--- config.mk ---
export PLATFORM = sky130hd
export DESIGN_NAME = stepper_position_follower_flat
export DESIGN_NICKNAME = d
export VERILOG_FILES = /design/src/hw/rtl/spf_pkg.sv /design/src/hw/rtl/spf_if.sv /design/src/hw/rtl/stepper_position_follower.sv /design/src/hw/rtl/spf_target.sv /design/src/hw/rtl/spf_motion.sv /design/src/flat_wrapper.sv
export SDC_FILE = /design/constraint.sdc
export NUM_CORES = 1
export LEC_CHECK = 0
export ABC_AREA = 1
export CORE_UTILIZATION = 61
export DETAILED_ROUTE_END_ITERATION = 10
export DONT_BUFFER_PORTS = 1
export PLACE_DENSITY = 0.8
export SLEW_MARGIN = 15
export SYNTH_ARGS = -nofsm -noshare
export SYNTH_HDL_FRONTEND = slang
export SYNTH_SLANG_ARGS = --single-unit
--- constraint.sdc ---
create_clock -name clk -period 6.59 [get_ports clk]
set_input_delay 1.318 -clock clk [delete_from_list [all_inputs] [get_ports clk]]
set_output_delay 1.318 -clock clk [all_outputs]
set_load 0.05 [all_outputs]
--- src/hw/rtl/spf_pkg.sv ---
// Shared constants and types for the stepper position follower.
package spf_pkg;

	// Field widths
	localparam int PULSE_W   = 12;
	localparam int STEPS_W   = 16;
	localparam int POS_OUT_W = 16;

	// Default width of the internal position counters
	localparam int POSITION_WIDTH_DEF = 16;

	// Scaling and travel constants
	localparam logic [PULSE_W-1:0] PULSE_FLOOR = 12'd988;
	localparam int                 SCALE_SHIFT = 10;   // divide by 1024
	localparam int                 HALF_REV    = 1600;
	localparam int                 FULL_REV    = 3200;
	localparam logic [STEPS_W-1:0] STEPS_RESET = 16'd3200;

	// Motion state, one-hot
	typedef enum logic [5:0] {
		MODE_INIT       = 6'b000001,
		MODE_OFF        = 6'b000010,
		MODE_DOWN       = 6'b000100,
		MODE_DOWN_START = 6'b001000,
		MODE_UP         = 6'b010000,
		MODE_UP_START   = 6'b100000
	} mode_t;

	// One result beat
	typedef struct packed {
		logic                 direction;
		logic                 step_pulse;
		logic [POS_OUT_W-1:0] position;
		logic                 moving;
	} result_t;

endpackage

--- src/hw/rtl/spf_if.sv ---
// Valid/ready channel interfaces for pulse input and result output.
interface spf_pulse_if;
	logic                        valid;
	logic                        ready;
	logic [spf_pkg::PULSE_W-1:0] pulse_value;

	modport source (output valid, output pulse_value, input ready);
	modport sink   (input valid, input pulse_value, output ready);
endinterface

interface spf_result_if;
	logic                          valid;
	logic                          ready;
	logic                          direction;
	logic                          step_pulse;
	logic [spf_pkg::POS_OUT_W-1:0] position;
	logic                          moving;

	modport source (output valid, output direction, output step_pulse, output position,
		output moving, input ready);
	modport sink   (input valid, input direction, input step_pulse, input position,
		input moving, output ready);
endinterface

--- src/hw/rtl/stepper_position_follower.sv ---
// Top level of the stepper position follower.
//
//   channel  dir  beat                                    handshake
//   pulse    in   pulse_value[11:0]                       valid/ready
//   result   out  direction, step_pulse, position, moving  valid/ready
//   cfg      in   steps_per_rev[15:0]                     cfg_wen, no ready
//
// One beat in, one beat out. A pulse beat sits in the input register
// until it advances; then the motion state and target update together and
// the result lands in the output register, one beat per cycle while the
// result is not stalled. The throughput is set by the state update loop.
// Reset puts the motion state in Init at position 3200, steps_per_rev 3200.
// A stalled result holds the input register; pulse accepts while it is free.
module stepper_position_follower #(
	parameter int POSITION_WIDTH = spf_pkg::POSITION_WIDTH_DEF
) (
	input  logic                        clk,
	input  logic                        arst_n,
	input  logic                        cfg_wen,
	input  logic [spf_pkg::STEPS_W-1:0] cfg_wdata,
	spf_pulse_if.sink                   pulse,
	spf_result_if.source                result
);

	logic [spf_pkg::STEPS_W-1:0] steps_q;
	logic [spf_pkg::PULSE_W-1:0] pulse_s1;
	logic                        valid_s1;
	logic                        valid_s2;
	logic                        advance;
	logic [POSITION_WIDTH-1:0]   target_next;
	spf_pkg::result_t            res_s2;

	// Configuration register
	always_ff @(posedge clk or negedge arst_n) begin
		if (!arst_n) begin
			steps_q <= spf_pkg::STEPS_RESET;
		end else if (cfg_wen) begin
			steps_q <= cfg_wdata;
		end
	end

	// Flow control
	assign advance     = valid_s1 && (!valid_s2 || result.ready);
	assign pulse.ready = !valid_s1 || advance;

	always_ff @(posedge clk or negedge arst_n) begin
		if (!arst_n) begin
			valid_s1 <= 1'b0;
			valid_s2 <= 1'b0;
		end else begin
			if (pulse.valid && pulse.ready) valid_s1 <= 1'b1;
			else if (advance)              valid_s1 <= 1'b0;
			if (advance)                   valid_s2 <= 1'b1;
			else if (result.ready)         valid_s2 <= 1'b0;
		end
	end

	// Input register
	always_ff @(posedge clk) begin
		if (pulse.valid && pulse.ready) pulse_s1 <= pulse.pulse_value;
	end

	spf_target #(.POSITION_WIDTH(POSITION_WIDTH)) u_target (
		.pulse_value   (pulse_s1),
		.steps_per_rev (steps_q),
		.target        (target_next)
	);

	spf_motion #(.POSITION_WIDTH(POSITION_WIDTH)) u_motion (
		.clk         (clk),
		.arst_n      (arst_n),
		.en          (advance),
		.target_next (target_next),
		.res_s2      (res_s2)
	);

	// Output beat
	assign result.valid      = valid_s2;
	assign result.direction  = res_s2.direction;
	assign result.step_pulse = res_s2.step_pulse;
	assign result.position   = res_s2.position;
	assign result.moving     = res_s2.moving;

endmodule

--- src/hw/rtl/spf_target.sv ---
// Scales a servo pulse value to a target position count.
module spf_target #(
	parameter int POSITION_WIDTH = spf_pkg::POSITION_WIDTH_DEF
) (
	input  logic [spf_pkg::PULSE_W-1:0] pulse_value,
	input  logic [spf_pkg::STEPS_W-1:0] steps_per_rev,
	output logic [POSITION_WIDTH-1:0]   target
);

	localparam int PROD_W   = spf_pkg::PULSE_W + spf_pkg::STEPS_W;
	localparam int SCALED_W = PROD_W - spf_pkg::SCALE_SHIFT;
	localparam int SUM_W    = SCALED_W + 1;

	logic [spf_pkg::PULSE_W-1:0] pulse_sat;
	logic [spf_pkg::PULSE_W-1:0] offset;
	logic [PROD_W-1:0]           prod;
	logic [SCALED_W-1:0]         scaled;
	logic [SUM_W-1:0]            sum;

	// Saturate low pulses, scale, center on half a revolution
	always_comb begin
		pulse_sat = (pulse_value < spf_pkg::PULSE_FLOOR) ? spf_pkg::PULSE_FLOOR : pulse_value;
		offset    = pulse_sat - spf_pkg::PULSE_FLOOR;
		prod      = PROD_W'(offset) * PROD_W'(steps_per_rev);
		scaled    = prod[PROD_W-1:spf_pkg::SCALE_SHIFT];
		sum       = SUM_W'(scaled) + SUM_W'(spf_pkg::HALF_REV);
		target    = POSITION_WIDTH'(sum);
	end

endmodule

--- src/hw/rtl/spf_motion.sv ---
// Motion state machine: direction choice, stepping and the result register.
module spf_motion #(
	parameter int POSITION_WIDTH = spf_pkg::POSITION_WIDTH_DEF
) (
	input  logic                      clk,
	input  logic                      arst_n,
	input  logic                      en,
	input  logic [POSITION_WIDTH-1:0] target_next,
	output spf_pkg::result_t          res_s2
);

	localparam logic [POSITION_WIDTH-1:0] HALF = POSITION_WIDTH'(spf_pkg::HALF_REV);
	localparam logic [POSITION_WIDTH-1:0] FULL = POSITION_WIDTH'(spf_pkg::FULL_REV);

	spf_pkg::mode_t            mode_q, mode_n;
	logic [POSITION_WIDTH-1:0] act_q, act_n;
	logic [POSITION_WIDTH-1:0] tgt_q;
	logic                      dir_q, dir_n;
	logic                      step;

	// Next state for one tick
	always_comb begin
		mode_n = mode_q;
		act_n  = act_q;
		dir_n  = dir_q;
		step   = 1'b0;
		unique case (mode_q)
			spf_pkg::MODE_INIT: begin
				mode_n = spf_pkg::MODE_OFF;
			end
			spf_pkg::MODE_DOWN_START: begin
				dir_n  = 1'b1;
				mode_n = spf_pkg::MODE_DOWN;
			end
			spf_pkg::MODE_DOWN: begin
				step  = 1'b1;
				act_n = act_q - 1'b1;
				if (tgt_q >= act_n) mode_n = spf_pkg::MODE_OFF;
			end
			spf_pkg::MODE_UP_START: begin
				dir_n  = 1'b0;
				mode_n = spf_pkg::MODE_UP;
			end
			spf_pkg::MODE_UP: begin
				step  = 1'b1;
				act_n = act_q + 1'b1;
				if (tgt_q <= act_n) mode_n = spf_pkg::MODE_OFF;
			end
			default: begin
				// Off (and any stray code): pick the shorter way round
				mode_n = spf_pkg::MODE_OFF;
				if (tgt_q < act_q) begin
					if ((act_q - tgt_q) > HALF && act_q > FULL) begin
						act_n  = act_q - FULL;
						mode_n = spf_pkg::MODE_UP_START;
					end else begin
						mode_n = spf_pkg::MODE_DOWN_START;
					end
				end else if (tgt_q > act_q) begin
					if ((tgt_q - act_q) > HALF && act_q < FULL) begin
						act_n  = act_q + FULL;
						mode_n = spf_pkg::MODE_DOWN_START;
					end else begin
						mode_n = spf_pkg::MODE_UP_START;
					end
				end
			end
		endcase
	end

	// State registers
	always_ff @(posedge clk or negedge arst_n) begin
		if (!arst_n) begin
			mode_q <= spf_pkg::MODE_INIT;
			act_q  <= FULL;
			tgt_q  <= FULL;
			dir_q  <= 1'b0;
		end else if (en) begin
			mode_q <= mode_n;
			act_q  <= act_n;
			tgt_q  <= target_next;
			dir_q  <= dir_n;
		end
	end

	// Result register
	always_ff @(posedge clk) begin
		if (en) begin
			res_s2.direction  <= dir_n;
			res_s2.step_pulse <= step;
			res_s2.position   <= spf_pkg::POS_OUT_W'(act_n);
			res_s2.moving     <= (mode_n != spf_pkg::MODE_OFF);
		end
	end

endmodule

--- src/flat_wrapper.sv ---
// flat-port wrapper written by rule: the top's interface ports become plain ports
module stepper_position_follower_flat 
#(
	parameter int POSITION_WIDTH = spf_pkg::POSITION_WIDTH_DEF
)
  (clk, arst_n, cfg_wen, cfg_wdata, pulse_valid, pulse_pulse_value, pulse_ready, result_valid, result_direction, result_step_pulse, result_position, result_moving, result_ready);
  spf_pulse_if pulse_i ();
  spf_result_if result_i ();
  input  logic clk;
  input  logic arst_n;
  input  logic cfg_wen;
  input  logic [spf_pkg::STEPS_W-1:0] cfg_wdata;
  input wire logic [$bits(pulse_i.valid)-1:0] pulse_valid;
  input wire logic [$bits(pulse_i.pulse_value)-1:0] pulse_pulse_value;
  output wire logic [$bits(pulse_i.ready)-1:0] pulse_ready;
  output wire logic [$bits(result_i.valid)-1:0] result_valid;
  output wire logic [$bits(result_i.direction)-1:0] result_direction;
  output wire logic [$bits(result_i.step_pulse)-1:0] result_step_pulse;
  output wire logic [$bits(result_i.position)-1:0] result_position;
  output wire logic [$bits(result_i.moving)-1:0] result_moving;
  input wire logic [$bits(result_i.ready)-1:0] result_ready;
  assign pulse_i.valid = pulse_valid;
  assign pulse_i.pulse_value = pulse_pulse_value;
  assign pulse_ready = pulse_i.ready;
  assign result_valid = result_i.valid;
  assign result_direction = result_i.direction;
  assign result_step_pulse = result_i.step_pulse;
  assign result_position = result_i.position;
  assign result_moving = result_i.moving;
  assign result_i.ready = result_ready;
  stepper_position_follower #(.POSITION_WIDTH(POSITION_WIDTH)) u_core (.clk(clk), .arst_n(arst_n), .cfg_wen(cfg_wen), .cfg_wdata(cfg_wdata), .pulse(pulse_i), .result(result_i));
endmodule
==> results of run 1 <==
==> routing by layer <==
layer | up-vias | share of wire [%] | GRT usage (%) | routed length, microns
li1 | 5795 | - | - | -
met1 | 5884 | 38 | 40.5 | 14500
met2 | 589 | 50 | 59.4 | 18900
met3 | 144 | 6.6 | 3.55 | 2510
met4 | 0 | 5.4 | 18.0 | 2030
met5 | - | 0 | 0 | 0
==> registers in the layout (all words and copies together) (netlist names) <==
name                    count
u_core.u_motion.res_s2     19
u_core.u_motion.dir_q       1
u_core.u_motion.act_q      16
u_core.u_motion.tgt_q      16
u_core.pulse_s1            12
u_core.result.valid         1
u_core.u_motion.mode_q      6
u_core.steps_q             16
u_core.valid_s1             1
==> synthesized netlist by cell type, drive strengths merged <==
cell and number:
nand2 491, inv 368, nor2 163, fa 139, ha 121, o21ai 96
nand3 78, a21oi 76, dfrtp 47, clkbuf 36, xor2 36, edfxtp 31
nand4 26, nor3 20, or2 11, buf 10, dfstp 10, o21a 10
a31oi 8, o221ai 8, o21bai 7, xnor2 7, a211oi 6, clkinv 6
nand3b 6, nor4 4, a21boi 2, a21o 2, o22ai 2, a22oi 1
and2 1, o2111ai 1
==> final cells by class <==
class                   count  area (sq um)  area share (%)
repair buffers             99           790            5.14
inverters                 374          1420            9.23
clock inverters             6          72.6           0.473
well taps                 275           344            2.24
flip-flops and latches     88          2370            15.4
clock buffers              10           239            1.56
multi-input cells        1322         10100            65.9
==> critical path: cells and delay by family (launching register included) <==
kind | cells | cell delay (ps)
buf+inv | 6 | 540
xor+xnor | 1 | 180
compound gates | 3 | 500
fa+ha+maj | 8 | 3180
simple gates | 19 | 1900
flops | 1 | 410
==> kinds of logic (layout without fill, tap and decap cells) <==
family / Yosys count / count (layout) / synth area share, %
and+or+nand+nor: 800 / 800 / 26.1
buffers and inverters: 420 / 489 / 11.9
adders and majority gates: 260 / 260 / 32.1
AOI/OAI and AO/OA: 219 / 219 / 9.30
DFF: 88 / 88 / 17.7
xor gates and xnor gates: 43 / 43 / 2.92
==> worst paths after layout <==
kind                                             end  cells after the start
hold reg to reg            u_core.u_motion.mode_q[0]                      2
max in group asynchronous   u_core.u_motion.tgt_q[7]                      0
min in group asynchronous         u_core.steps_q[12]                      0
setup / recovery           u_core.u_motion.tgt_q[12]                     37
setup reg to reg           u_core.u_motion.tgt_q[12]                     37
hold / removal             u_core.u_motion.mode_q[0]                      2
==> repair_timing <==
action | in CTS | in global routing
endpoints found under the setup margin | 7 | 9
pin swaps | 22 | 79
hold buffers | 0 | 0
gates resized for setup | 49 | 131
buffers inserted | 11 | 15
==> stage by stage <==
stage / instances / instance area (sq um)
after floorplan: 1830 / 13400
after global placement: 2132 / 14100
after detailed placement: 2132 / 14100
after CTS: 2159 / 14800
after global routing: 2174 / 15400
final: 2174 / 15400
==> run summary, run 1 <==
CLOCK NETWORK
-------------------------------------------------------------------------------------------
Clock insertion delay at the later pin of the skew report ....................       370 ps
Root buf cell ................................................................    clkbuf_16
Number of H-tree levels ......................................................            3
Total CTS buffers ............................................................            9
Num Clock Sinks ..............................................................           88
Clock tree from TritonCTS ....................................................          yes
Max clock buf depth ..........................................................            2
Clock-pin slew on the worst setup and hold paths .............................        80 ps

MIN PATH
-------------------------------------------------------------------------------------------
Type of the tightest min-delay check ......................................... flip-flop to flip-flop
Launch instance of the worst min-delay path .................................. u_core.u_motion.mode_q[0]

TIMING
-------------------------------------------------------------------------------------------
Endpoints failing hold .......................................................            0
RSZ-0062 raised after global routing .........................................          yes
TNS Setup ....................................................................     -1610 ps
Shortest period the worst path allows ........................................      6840 ps
Clock Skews ..................................................................      10.6 ps
Fin Hold WS ..................................................................       474 ps
Maximum operating frequency ..................................................      146 MHz
Slew @ Worst Pin .............................................................       992 ps
Final setup viols ............................................................            8
Post-layout worst setup margin ...............................................      -253 ps
Post-route clock period utilization ..........................................         104%
Relative slew slack ..........................................................        33.6%
Max-slew violations ..........................................................            0

LAYOUT
-------------------------------------------------------------------------------------------
# fillers ....................................................................         1637
Post-route core utilization ..................................................        72.1%
Number of nets in the final layout ...........................................         2187
Share of post-route cells with drive strength above 1 ........................        17.8%
Most frequent standard cell in the layout excluding fill and tap cells .......      nand2_1
Antenna diode instance count .................................................            0
Most used cells in the layout excluding fill and tap cells ................... nand2_1, inv_1, fa_1
Area Growth Syn to Fin .......................................................        14.6%

CRITICAL PATH
-------------------------------------------------------------------------------------------
Critical Path AT .............................................................      7090 ps
Standard cell with the maximum stage delay on the critical path ..............         fa_1
CP peak stage delay ..........................................................       560 ps
Critical path capture point type .............................................    flip-flop
Highest fanout seen on the critical path .....................................            7
Critical setup path kind ..................................................... flip-flop to flip-flop
Critical path data required time .............................................      6840 ps
Reg-to-reg setup timing slack ................................................      -250 ps
Setup crit start ............................................................. u_core.pulse_s1[7]
Critical path launch point type ..............................................    flip-flop
Startpoint of the lowest-slack register-to-register path ..................... u_core.pulse_s1[7]

SYNTHESIS
-------------------------------------------------------------------------------------------
Cell types occupying the most area after synthesis ........................... fa_1, nand2_1, ha_1
Share of Yosys cell area claimed by the top area cell type ...................        20.8%
Post-Syn Area per Cell .......................................................   7.32 sq um
Sequential cell area fraction in the yosys report ............................        17.7%
Number of register bits inferred by synthesis ................................           88
Synth warn ...................................................................            0
Synth Net Count ..............................................................         2123
Count of distinct cell types in the synthesized netlist ......................           52
Yosys top cell by area .......................................................         fa_1
Post-Syn Instances ...........................................................         1830
Netlist area before placement ................................................  13400 sq um

DIE
-------------------------------------------------------------------------------------------
CORE AREA ....................................................................  21300 sq um
Die width ....................................................................  150 microns
Site Rows ....................................................................           53
Die area .....................................................................  22600 sq um
Die H ........................................................................  150 microns
IO Count .....................................................................           54
Initial core utilization .....................................................        62.9%

PLACED DESIGN
-------------------------------------------------------------------------------------------
Dpl hpwl ..................................................................... 28700 microns
Number of buffers inserted by port buffering .................................            0
Routability-driven placement congestion ratio ................................        0.978
Pre-CTS worst setup slack ....................................................      -212 ps

ROUTE
-------------------------------------------------------------------------------------------
DRC violations left ..........................................................            0
Total detailed-routing wirelength ............................................ 37900 microns
Total via count after detailed routing .......................................        12400
Number of design-rule violations left by the first detailed-router iteration .          816
Drt via density ..............................................................         5.71
Final antenna-violating net count ............................................            0
Detailed-routing iteration count for the pre-antenna-repair pass .............            6
Wire per inst ................................................................ 17.4 microns

GRT
-------------------------------------------------------------------------------------------
Global route overflow ........................................................            0
Global-route wire length before repair ....................................... 58600 microns
Number of global-route vias before repair ....................................        12100
GRT Overall Usage ............................................................        33.7%
Number of antenna violations at the first check in global routing ............            0
Pin count of the biggest net entering global routing .........................           58

STATUS
-------------------------------------------------------------------------------------------
Run status ................................................................... complete, but fails checks
Violations in the final reports .............................................. setup timing

FLOW RUN
-------------------------------------------------------------------------------------------
Max-Cap Viols ................................................................            0

Power of run 1 is not shown: default switching activity piles up to over one toggle a cycle in this logic, so the estimate is an artifact.
==> run 2, diff against run 1 <==
Settings changed: ABC_AREA 1 to unset.
==> run 2 against run 1 <==
Effect of this change: clock skew fell by 2.1 ps; final area fell by 0.77%; via count down 5.5%; the run still ends with setup timing left; count of clock-buffer cells in the layout stayed put; global-route usage down 0.39 points; synthesized area barely moved; largest cell class unchanged; die area about the same; critical path depth decreased by 3; highest routed layer unchanged; register-to-register slack got worse by 320 ps.
==> run summary, run 2 <==
STATUS
-------------------------------------------------------------------------------------------
Run status ................................................................... complete, but fails checks
Violations in the final reports .............................................. setup timing

PLACED DESIGN
-------------------------------------------------------------------------------------------
Pre-CTS worst setup slack ....................................................      -784 ps   -572 ps
Routability-driven placement congestion ratio ................................        0.978   about the same
Dpl hpwl ..................................................................... 27800 microns   -3.0%
Number of buffers inserted by port buffering .................................            0   unchanged

SYNTHESIS
-------------------------------------------------------------------------------------------
Share of the synthesized netlist area taken by xor and xnor gates ............        5.62%   +2.7 points
Post-synthesis compound-gate area fraction ...................................        15.2%   +5.9 points
Yosys top cell by area .......................................................         fa_1
Count of distinct cell types in the synthesized netlist ......................           83   +60%
Number of flops mapped to enable cells by yosys ..............................           31   unchanged
Post-Syn Area per Cell .......................................................   8.41 sq um   +15%
Dominant combinational cell family by area after synthesis ...................  adder cells
Share of Yosys cell area claimed by the top area cell type ...................        20.8%   about the same
Top cells by count, synth .................................................... inv_1, nand2_1, fa_1
Cell types occupying the most area after synthesis ........................... fa_1, ha_1, dfrtp_1
Simple-gate portion of the synthesized area ..................................        18.8%   -7.3 points
Synth warn ...................................................................            0   unchanged
Sequential cell area fraction in the yosys report ............................        17.7%   about the same
Post-Syn Instances ...........................................................         1595   -13%
Netlist area before placement ................................................  13400 sq um   about the same
Share of synthesized area spent on multiplexers ..............................        1.66%   +1.7 points
Flip-flop cell with the highest count after synthesis ........................      dfrtp_1
Area share of fa/ha/maj cells after synthesis ................................        32.0%   about the same
Most frequent cell after synthesis ...........................................        inv_1
Synth Net Count ..............................................................         1888   -11%
Share of synthesized registers carrying an async set or reset ................        64.8%   unchanged
Number of register bits inferred by synthesis ................................           88   unchanged

ROUTE
-------------------------------------------------------------------------------------------
Number of design-rule violations left by the first detailed-router iteration .          696   -15%
DRC violations left ..........................................................            0   unchanged
Detailed-routing iteration count for the pre-antenna-repair pass .............            5   -1
Total detailed-routing wirelength ............................................ 35600 microns   -6.1%
Drt via density ..............................................................         6.05   +6.0%
Wire per inst ................................................................ 18.4 microns   +5.4%
Final antenna-violating net count ............................................            0   unchanged
Total via count after detailed routing .......................................        11700   -5.5%

CLOCK NETWORK
-------------------------------------------------------------------------------------------
Clock tree from TritonCTS ....................................................          yes
Max clock buf depth ..........................................................            2   unchanged
Number of H-tree levels ......................................................            3   unchanged
Num Clock Sinks ..............................................................           88   unchanged
Root buf cell ................................................................    clkbuf_16
Clock insertion delay at the later pin of the skew report ....................       360 ps   about the same
Clock-pin slew on the worst setup and hold paths .............................        70 ps   about the same
Total CTS buffers ............................................................            9   unchanged

LAYOUT
-------------------------------------------------------------------------------------------
Register ranked first by flip-flop count ..................................... u_core.u_motion.res_s2
Antenna diode instance count .................................................            0   unchanged
Share of post-route cells with drive strength above 1 ........................        16.0%   -1.8 points
Most used cells in the layout excluding fill and tap cells ................... inv_1, nand2_1, fa_1
Post-route core utilization ..................................................        71.6%   -0.56 points
Most frequent standard cell in the layout excluding fill and tap cells .......        inv_1
# fillers ....................................................................         1622   -0.92%
Number of nets in the final layout ...........................................         1950   -11%
Area Growth Syn to Fin .......................................................        13.6%
Number of flip-flops in the largest register .................................           19   unchanged

DIE
-------------------------------------------------------------------------------------------
Site Rows ....................................................................           53   unchanged
Die width ....................................................................  150 microns   about the same
Initial core utilization .....................................................        63.0%   about the same
IO Count .....................................................................           54   unchanged
Die area .....................................................................  22600 sq um   about the same
Die H ........................................................................  150 microns   about the same
CORE AREA ....................................................................  21300 sq um   unchanged

GRT
-------------------------------------------------------------------------------------------
GRT Overall Usage ............................................................        33.3%   -0.39 points
Pin count of the biggest net entering global routing .........................           59   +1.7%
Global-route wire length before repair ....................................... 58600 microns   about the same
Number of antenna violations at the first check in global routing ............            0   unchanged
Number of global-route vias before repair ....................................        12100   +0.61%
Global route overflow ........................................................            0   unchanged

TIMING
-------------------------------------------------------------------------------------------
Slew @ Worst Pin .............................................................       882 ps   -111 ps
Max-slew violations ..........................................................            0   unchanged
Post-layout worst setup margin ...............................................      -577 ps   -324 ps
RSZ-0062 raised after global routing .........................................          yes
Clock Skews ..................................................................      8.50 ps   -2.06 ps
Final setup viols ............................................................            8   unchanged
Endpoints failing hold .......................................................            0   unchanged
Relative slew slack ..........................................................        39.7%   +6.1 points
Maximum operating frequency ..................................................      140 MHz   -4.5%
Shortest period the worst path allows ........................................      7170 ps   +324 ps
Post-route clock period utilization ..........................................         109%   +4.9 points
Fin Hold WS ..................................................................       508 ps   +34.5 ps

CRITICAL PATH
-------------------------------------------------------------------------------------------
WP depth .....................................................................           34   -8.1%
CP peak stage delay ..........................................................       540 ps   -20 ps
Reg-to-reg setup timing slack ................................................      -580 ps   -320 ps
Capturing instance or port of the critical path .............................. u_core.u_motion.tgt_q[12]
R2R depth ....................................................................           34   -8.1%
Standard cell with the maximum stage delay on the critical path ..............         fa_1
Critical setup path kind ..................................................... flip-flop to flip-flop
Critical path launch point type ..............................................    flip-flop
Number of buffers and inverters on the critical path .........................            8   +2
Critical path capture point type .............................................    flip-flop
Cell family with most CP delay ...............................................  adder cells
Critical path data required time .............................................      6820 ps   -20 ps
Highest fanout seen on the critical path .....................................            6   -1
Reg-to-reg critical path endpoint ............................................ u_core.u_motion.tgt_q[12]
Startpoint of the lowest-slack register-to-register path ..................... u_core.pulse_s1[4]
Critical Path AT .............................................................      7400 ps   +310 ps
Setup crit start ............................................................. u_core.pulse_s1[4]
Dominant cell type by count on the critical path .............................         fa_1

FLOW RUN
-------------------------------------------------------------------------------------------
Max-Cap Viols ................................................................            0   unchanged

MIN PATH
-------------------------------------------------------------------------------------------
Type of the tightest min-delay check ......................................... flip-flop to flip-flop

==> run 2: through the flow <==
stage          instance area, sq um  std cells  TNS, ps
6_report                      15200       1937    -2640
5_1_grt                       15200       1937    -5080
4_1_cts                       15200       1935    -1790
3_5_place_dp                  14600       1908    -4080
3_3_place_gp                  14600       1908    -2800
2_1_floorplan                 13700       1595    -2190
==> run 2: kinds of logic (layout without fill, tap and decap cells) <==
group	count (synthesis)	count (layout)
AO/OA/AOI/OAI	302	302
XOR/XNOR	86	86
adder cells (fa/ha/maj)	260	260
buffers and inverters	319	386
flip-flops	88	88
multiplexers	20	20
AND/OR/NAND/NOR	520	520
==> run 2: layout make-up <==
type | count | area, sq um | area share (%)
Sequential cell | 88 | 2370 | 15.6
Tap cell | 275 | 344 | 2.26
Clock inverter | 6 | 66.3 | 0.435
Timing Repair Buffer | 130 | 1020 | 6.70
Clock buffer | 10 | 229 | 1.50
Multi-Input combinational cell | 1188 | 10300 | 67.6
Inverter | 240 | 903 | 5.93
==> run 2: what timing repair did <==
item,in CTS,in global routing
hold buffers,0,0
setup buffers,10,2
gates resized for setup,50,5
pin swaps,43,5
gates cloned,1,0
endpoints found under the setup margin,9,11
==> run 2: worst min-delay path by stage <==
| stage | start | endpoint | depth (start not counted) |
|---|---|---|---|
| floorplan | u_core.valid_s1 | u_core.result.valid | 1 |
| global placement | u_core.valid_s1 | u_core.result.valid | 1 |
| detailed placement | u_core.u_motion.dir_q | u_core.u_motion.dir_q | 2 |
| CTS | u_core.u_motion.dir_q | u_core.u_motion.dir_q | 2 |
| global route | u_core.u_motion.mode_q[0] | u_core.u_motion.mode_q[0] | 2 |
| finish | u_core.u_motion.dir_q | u_core.u_motion.dir_q | 2 |
==> run 2: worst min-delay path, cell delays in order, from the launching register on <==
cell and delay [ps]:
dfrtp_1 360, nand2_1 60, nand2_1 60
==> run 2: routing by layer <==
metal,global-route usage (%),wire length (microns)
met1,39.9,14100
met4,14.9,1520
met5,0,0
met3,4.27,2060
met2,59.6,18000
Power of run 2 is left out for the same reason.
==> run 3, diff against run 2 <==
Settings changed: CTS_BUF_LIST set to sky130_fd_sc_hd__clkbuf_8.
==> run 3 against run 2 <==
Effect of this change: the flow still finishes with violations (setup timing); final area rose by 2.4%; via count is 1.9% higher; clock skew rose by 9.7 ps; maximum frequency decreased by 1.0%; worst setup slack lost 75 ps; non-clock buffer count grew 33; global-route usage up 0.15 points.
==> run summary, run 3 (same netlist as run 2, synthesis figures left out) <==
LAYOUT
-------------------------------------------------------------------------------------------
Most frequent standard cell in the layout excluding fill and tap cells .......        inv_1
Number of nets in the final layout ...........................................         1983   +1.7%
# fillers ....................................................................         1547   -4.6%
Antenna diode instance count .................................................            0   unchanged
Post-route core utilization ..................................................        73.3%   +1.7 points
Area Growth Syn to Fin .......................................................        16.4%
Most used cells in the layout excluding fill and tap cells ................... inv_1, nand2_1, buf_4
Register ranked first by flip-flop count ..................................... u_core.u_motion.res_s2
Share of post-route cells with drive strength above 1 ........................        19.1%   +3.1 points
Number of flip-flops in the largest register .................................           19   unchanged

CRITICAL PATH
-------------------------------------------------------------------------------------------
Standard cell with the maximum stage delay on the critical path ..............         fa_2
Critical path data required time .............................................      6900 ps   +80 ps
Critical path capture point type .............................................    flip-flop
CP peak stage delay ..........................................................       570 ps   +30 ps
Reg-to-reg setup timing slack ................................................      -650 ps   -80 ps
Startpoint of the lowest-slack register-to-register path ..................... u_core.pulse_s1[8]
R2R depth ....................................................................           31   -8.8%
Reg-to-reg critical path endpoint ............................................ u_core.u_motion.tgt_q[15]
Critical Path AT .............................................................      7560 ps   +160 ps
Critical setup path kind ..................................................... flip-flop to flip-flop
Dominant cell type by count on the critical path .............................         fa_1
Highest fanout seen on the critical path .....................................            6   unchanged
Critical path launch point type ..............................................    flip-flop

FLOW RUN
-------------------------------------------------------------------------------------------
Max-Cap Viols ................................................................            0   unchanged

GRT
-------------------------------------------------------------------------------------------
Pin count of the biggest net entering global routing .........................           59   unchanged
Global-route wire length before repair ....................................... 59000 microns   +0.71%
Number of global-route vias before repair ....................................        12200   +0.37%
Global route overflow ........................................................            0   unchanged
GRT Overall Usage ............................................................        33.5%   +0.15 points
Met1 demand-to-capacity share in global routing ..............................        40.6%   +0.67 points
Number of antenna violations at the first check in global routing ............            0   unchanged
Met2 demand-to-capacity share in global routing ..............................        58.5%   -1.1 points
Busiest metal layer after global routing .....................................         met2
Met3 routing resource usage after global routing .............................        4.12%   -0.15 points

ROUTE
-------------------------------------------------------------------------------------------
Final antenna-violating net count ............................................            0   unchanged
Total via count after detailed routing .......................................        11900   +1.9%
DRC violations left ..........................................................            0   unchanged
Number of design-rule violations left by the first detailed-router iteration .          730   +4.9%
Drt via density ..............................................................         6.07   +0.21%
Total detailed-routing wirelength ............................................ 36700 microns   +3.1%
Wire per inst ................................................................ 18.6 microns   +1.3%
Detailed-routing iteration count for the pre-antenna-repair pass .............            5   unchanged

TIMING
-------------------------------------------------------------------------------------------
RSZ-0062 raised after global routing .........................................          yes
Post-layout worst setup margin ...............................................      -652 ps   -75.3 ps
Endpoints failing hold .......................................................            0   unchanged
Shortest period the worst path allows ........................................      7240 ps   +75.3 ps
Post-route clock period utilization ..........................................         110%   +1.1 points
Final setup viols ............................................................            8   unchanged
Slew @ Worst Pin .............................................................       870 ps   -11.2 ps
Relative slew slack ..........................................................        40.5%   +0.77 points
Clock Skews ..................................................................      18.2 ps   +9.72 ps
Max-slew violations ..........................................................            0   unchanged
Maximum operating frequency ..................................................      138 MHz   -1.0%

PLACED DESIGN
-------------------------------------------------------------------------------------------
Number of buffers inserted by port buffering .................................            0   unchanged
Pre-CTS worst setup slack ....................................................      -784 ps   unchanged
Routability-driven placement congestion ratio ................................        0.978   unchanged
Dpl hpwl ..................................................................... 27800 microns   unchanged

CLOCK NETWORK
-------------------------------------------------------------------------------------------
Total CTS buffers ............................................................            9   unchanged
Root buf cell ................................................................     clkbuf_8
Clock-pin slew on the worst setup and hold paths .............................       100 ps   +30 ps
Num Clock Sinks ..............................................................           88   unchanged
Max clock buf depth ..........................................................            2   unchanged
Clock tree from TritonCTS ....................................................          yes
Clock insertion delay at the later pin of the skew report ....................       390 ps   +30 ps
Number of H-tree levels ......................................................            3   unchanged

DIE
-------------------------------------------------------------------------------------------
Initial core utilization .....................................................        63.0%   unchanged
Site Rows ....................................................................           53   unchanged
IO Count .....................................................................           54   unchanged
CORE AREA ....................................................................  21300 sq um   unchanged
Die H ........................................................................  150 microns   unchanged
Die area .....................................................................  22600 sq um   unchanged
Die width ....................................................................  150 microns   unchanged

MIN PATH
-------------------------------------------------------------------------------------------
Type of the tightest min-delay check ......................................... flip-flop to flip-flop
Launch instance of the worst min-delay path .................................. u_core.u_motion.dir_q
Hold Crit Endpoint ........................................................... u_core.u_motion.dir_q
Depth of the worst hold-timing path ..........................................            2   unchanged

STATUS
-------------------------------------------------------------------------------------------
Violations in the final reports .............................................. setup timing
Run status ................................................................... complete, but fails checks

run 3: cell count changes in the layout (fill, tap and decap cells not counted), sizes merged:
cell / delta
inv: +1
buf: +32
run 3: repair_timing:
action                     in CTS  in global routing
hold buffers                    0                  0
pin swaps                      49                 36
setup endpoints to repair       9                 13
setup buffers                  17                 27
cloned                          1                  1
gates resized for setup        45                 58
run 3: worst max path at each step:
stage / endpoint / startpoint
after floorplan: u_core.u_motion.tgt_q[12] / u_core.pulse_s1[5]
after global placement: u_core.u_motion.tgt_q[12] / u_core.pulse_s1[4]
after detailed placement: u_core.u_motion.tgt_q[12] / u_core.pulse_s1[3]
after CTS: u_core.u_motion.tgt_q[15] / u_core.pulse_s1[8]
after global routing: u_core.u_motion.tgt_q[12] / u_core.pulse_s1[8]
final: u_core.u_motion.tgt_q[15] / u_core.pulse_s1[8]
run 3: layout make-up:
| type | count | area [sq um] | share of cell area (%) |
|---|---|---|---|
| Clock buffer | 9 | 124 | 0.794 |
| Clock inverter | 7 | 70.1 | 0.449 |
| Inverter | 240 | 906 | 5.80 |
| Multi-Input combinational cell | 1188 | 10500 | 67.0 |
| Sequential cell | 88 | 2370 | 15.2 |
| Tap cell | 275 | 344 | 2.20 |
| Timing Repair Buffer | 163 | 1330 | 8.52 |
run 3: layer usage:
metal  share of wire (%)  wire length, microns
met1                  39                 14300
met3                 6.0                  2200
met2                  50                 18400
met4                 4.8                  1780
met5                   0                     0
run 3: critical path: cells and delay by family (launching register included):
kind,cells,cell delay (ps)
adders and majority gates,7,3100
AOI/OAI and AO/OA,9,1630
and+or+nand+nor,7,1250
buffers and inverters,7,540
DFF,1,420
muxes,1,230
run 3: metrics by stage:
stage | setup TNS (ps) | cell area (sq um) | hold slack, ps | instances
after floorplan | -2190 | 13700 | 457 | 1595
after CTS | -2300 | 15200 | 514 | 1942
after detailed placement | -4080 | 14600 | 491 | 1908
after global placement | -2800 | 14600 | 485 | 1908
final | -3790 | 15600 | 513 | 1970
after global routing | -6250 | 15600 | 558 | 1970
Power of run 3 is left out for the same reason.
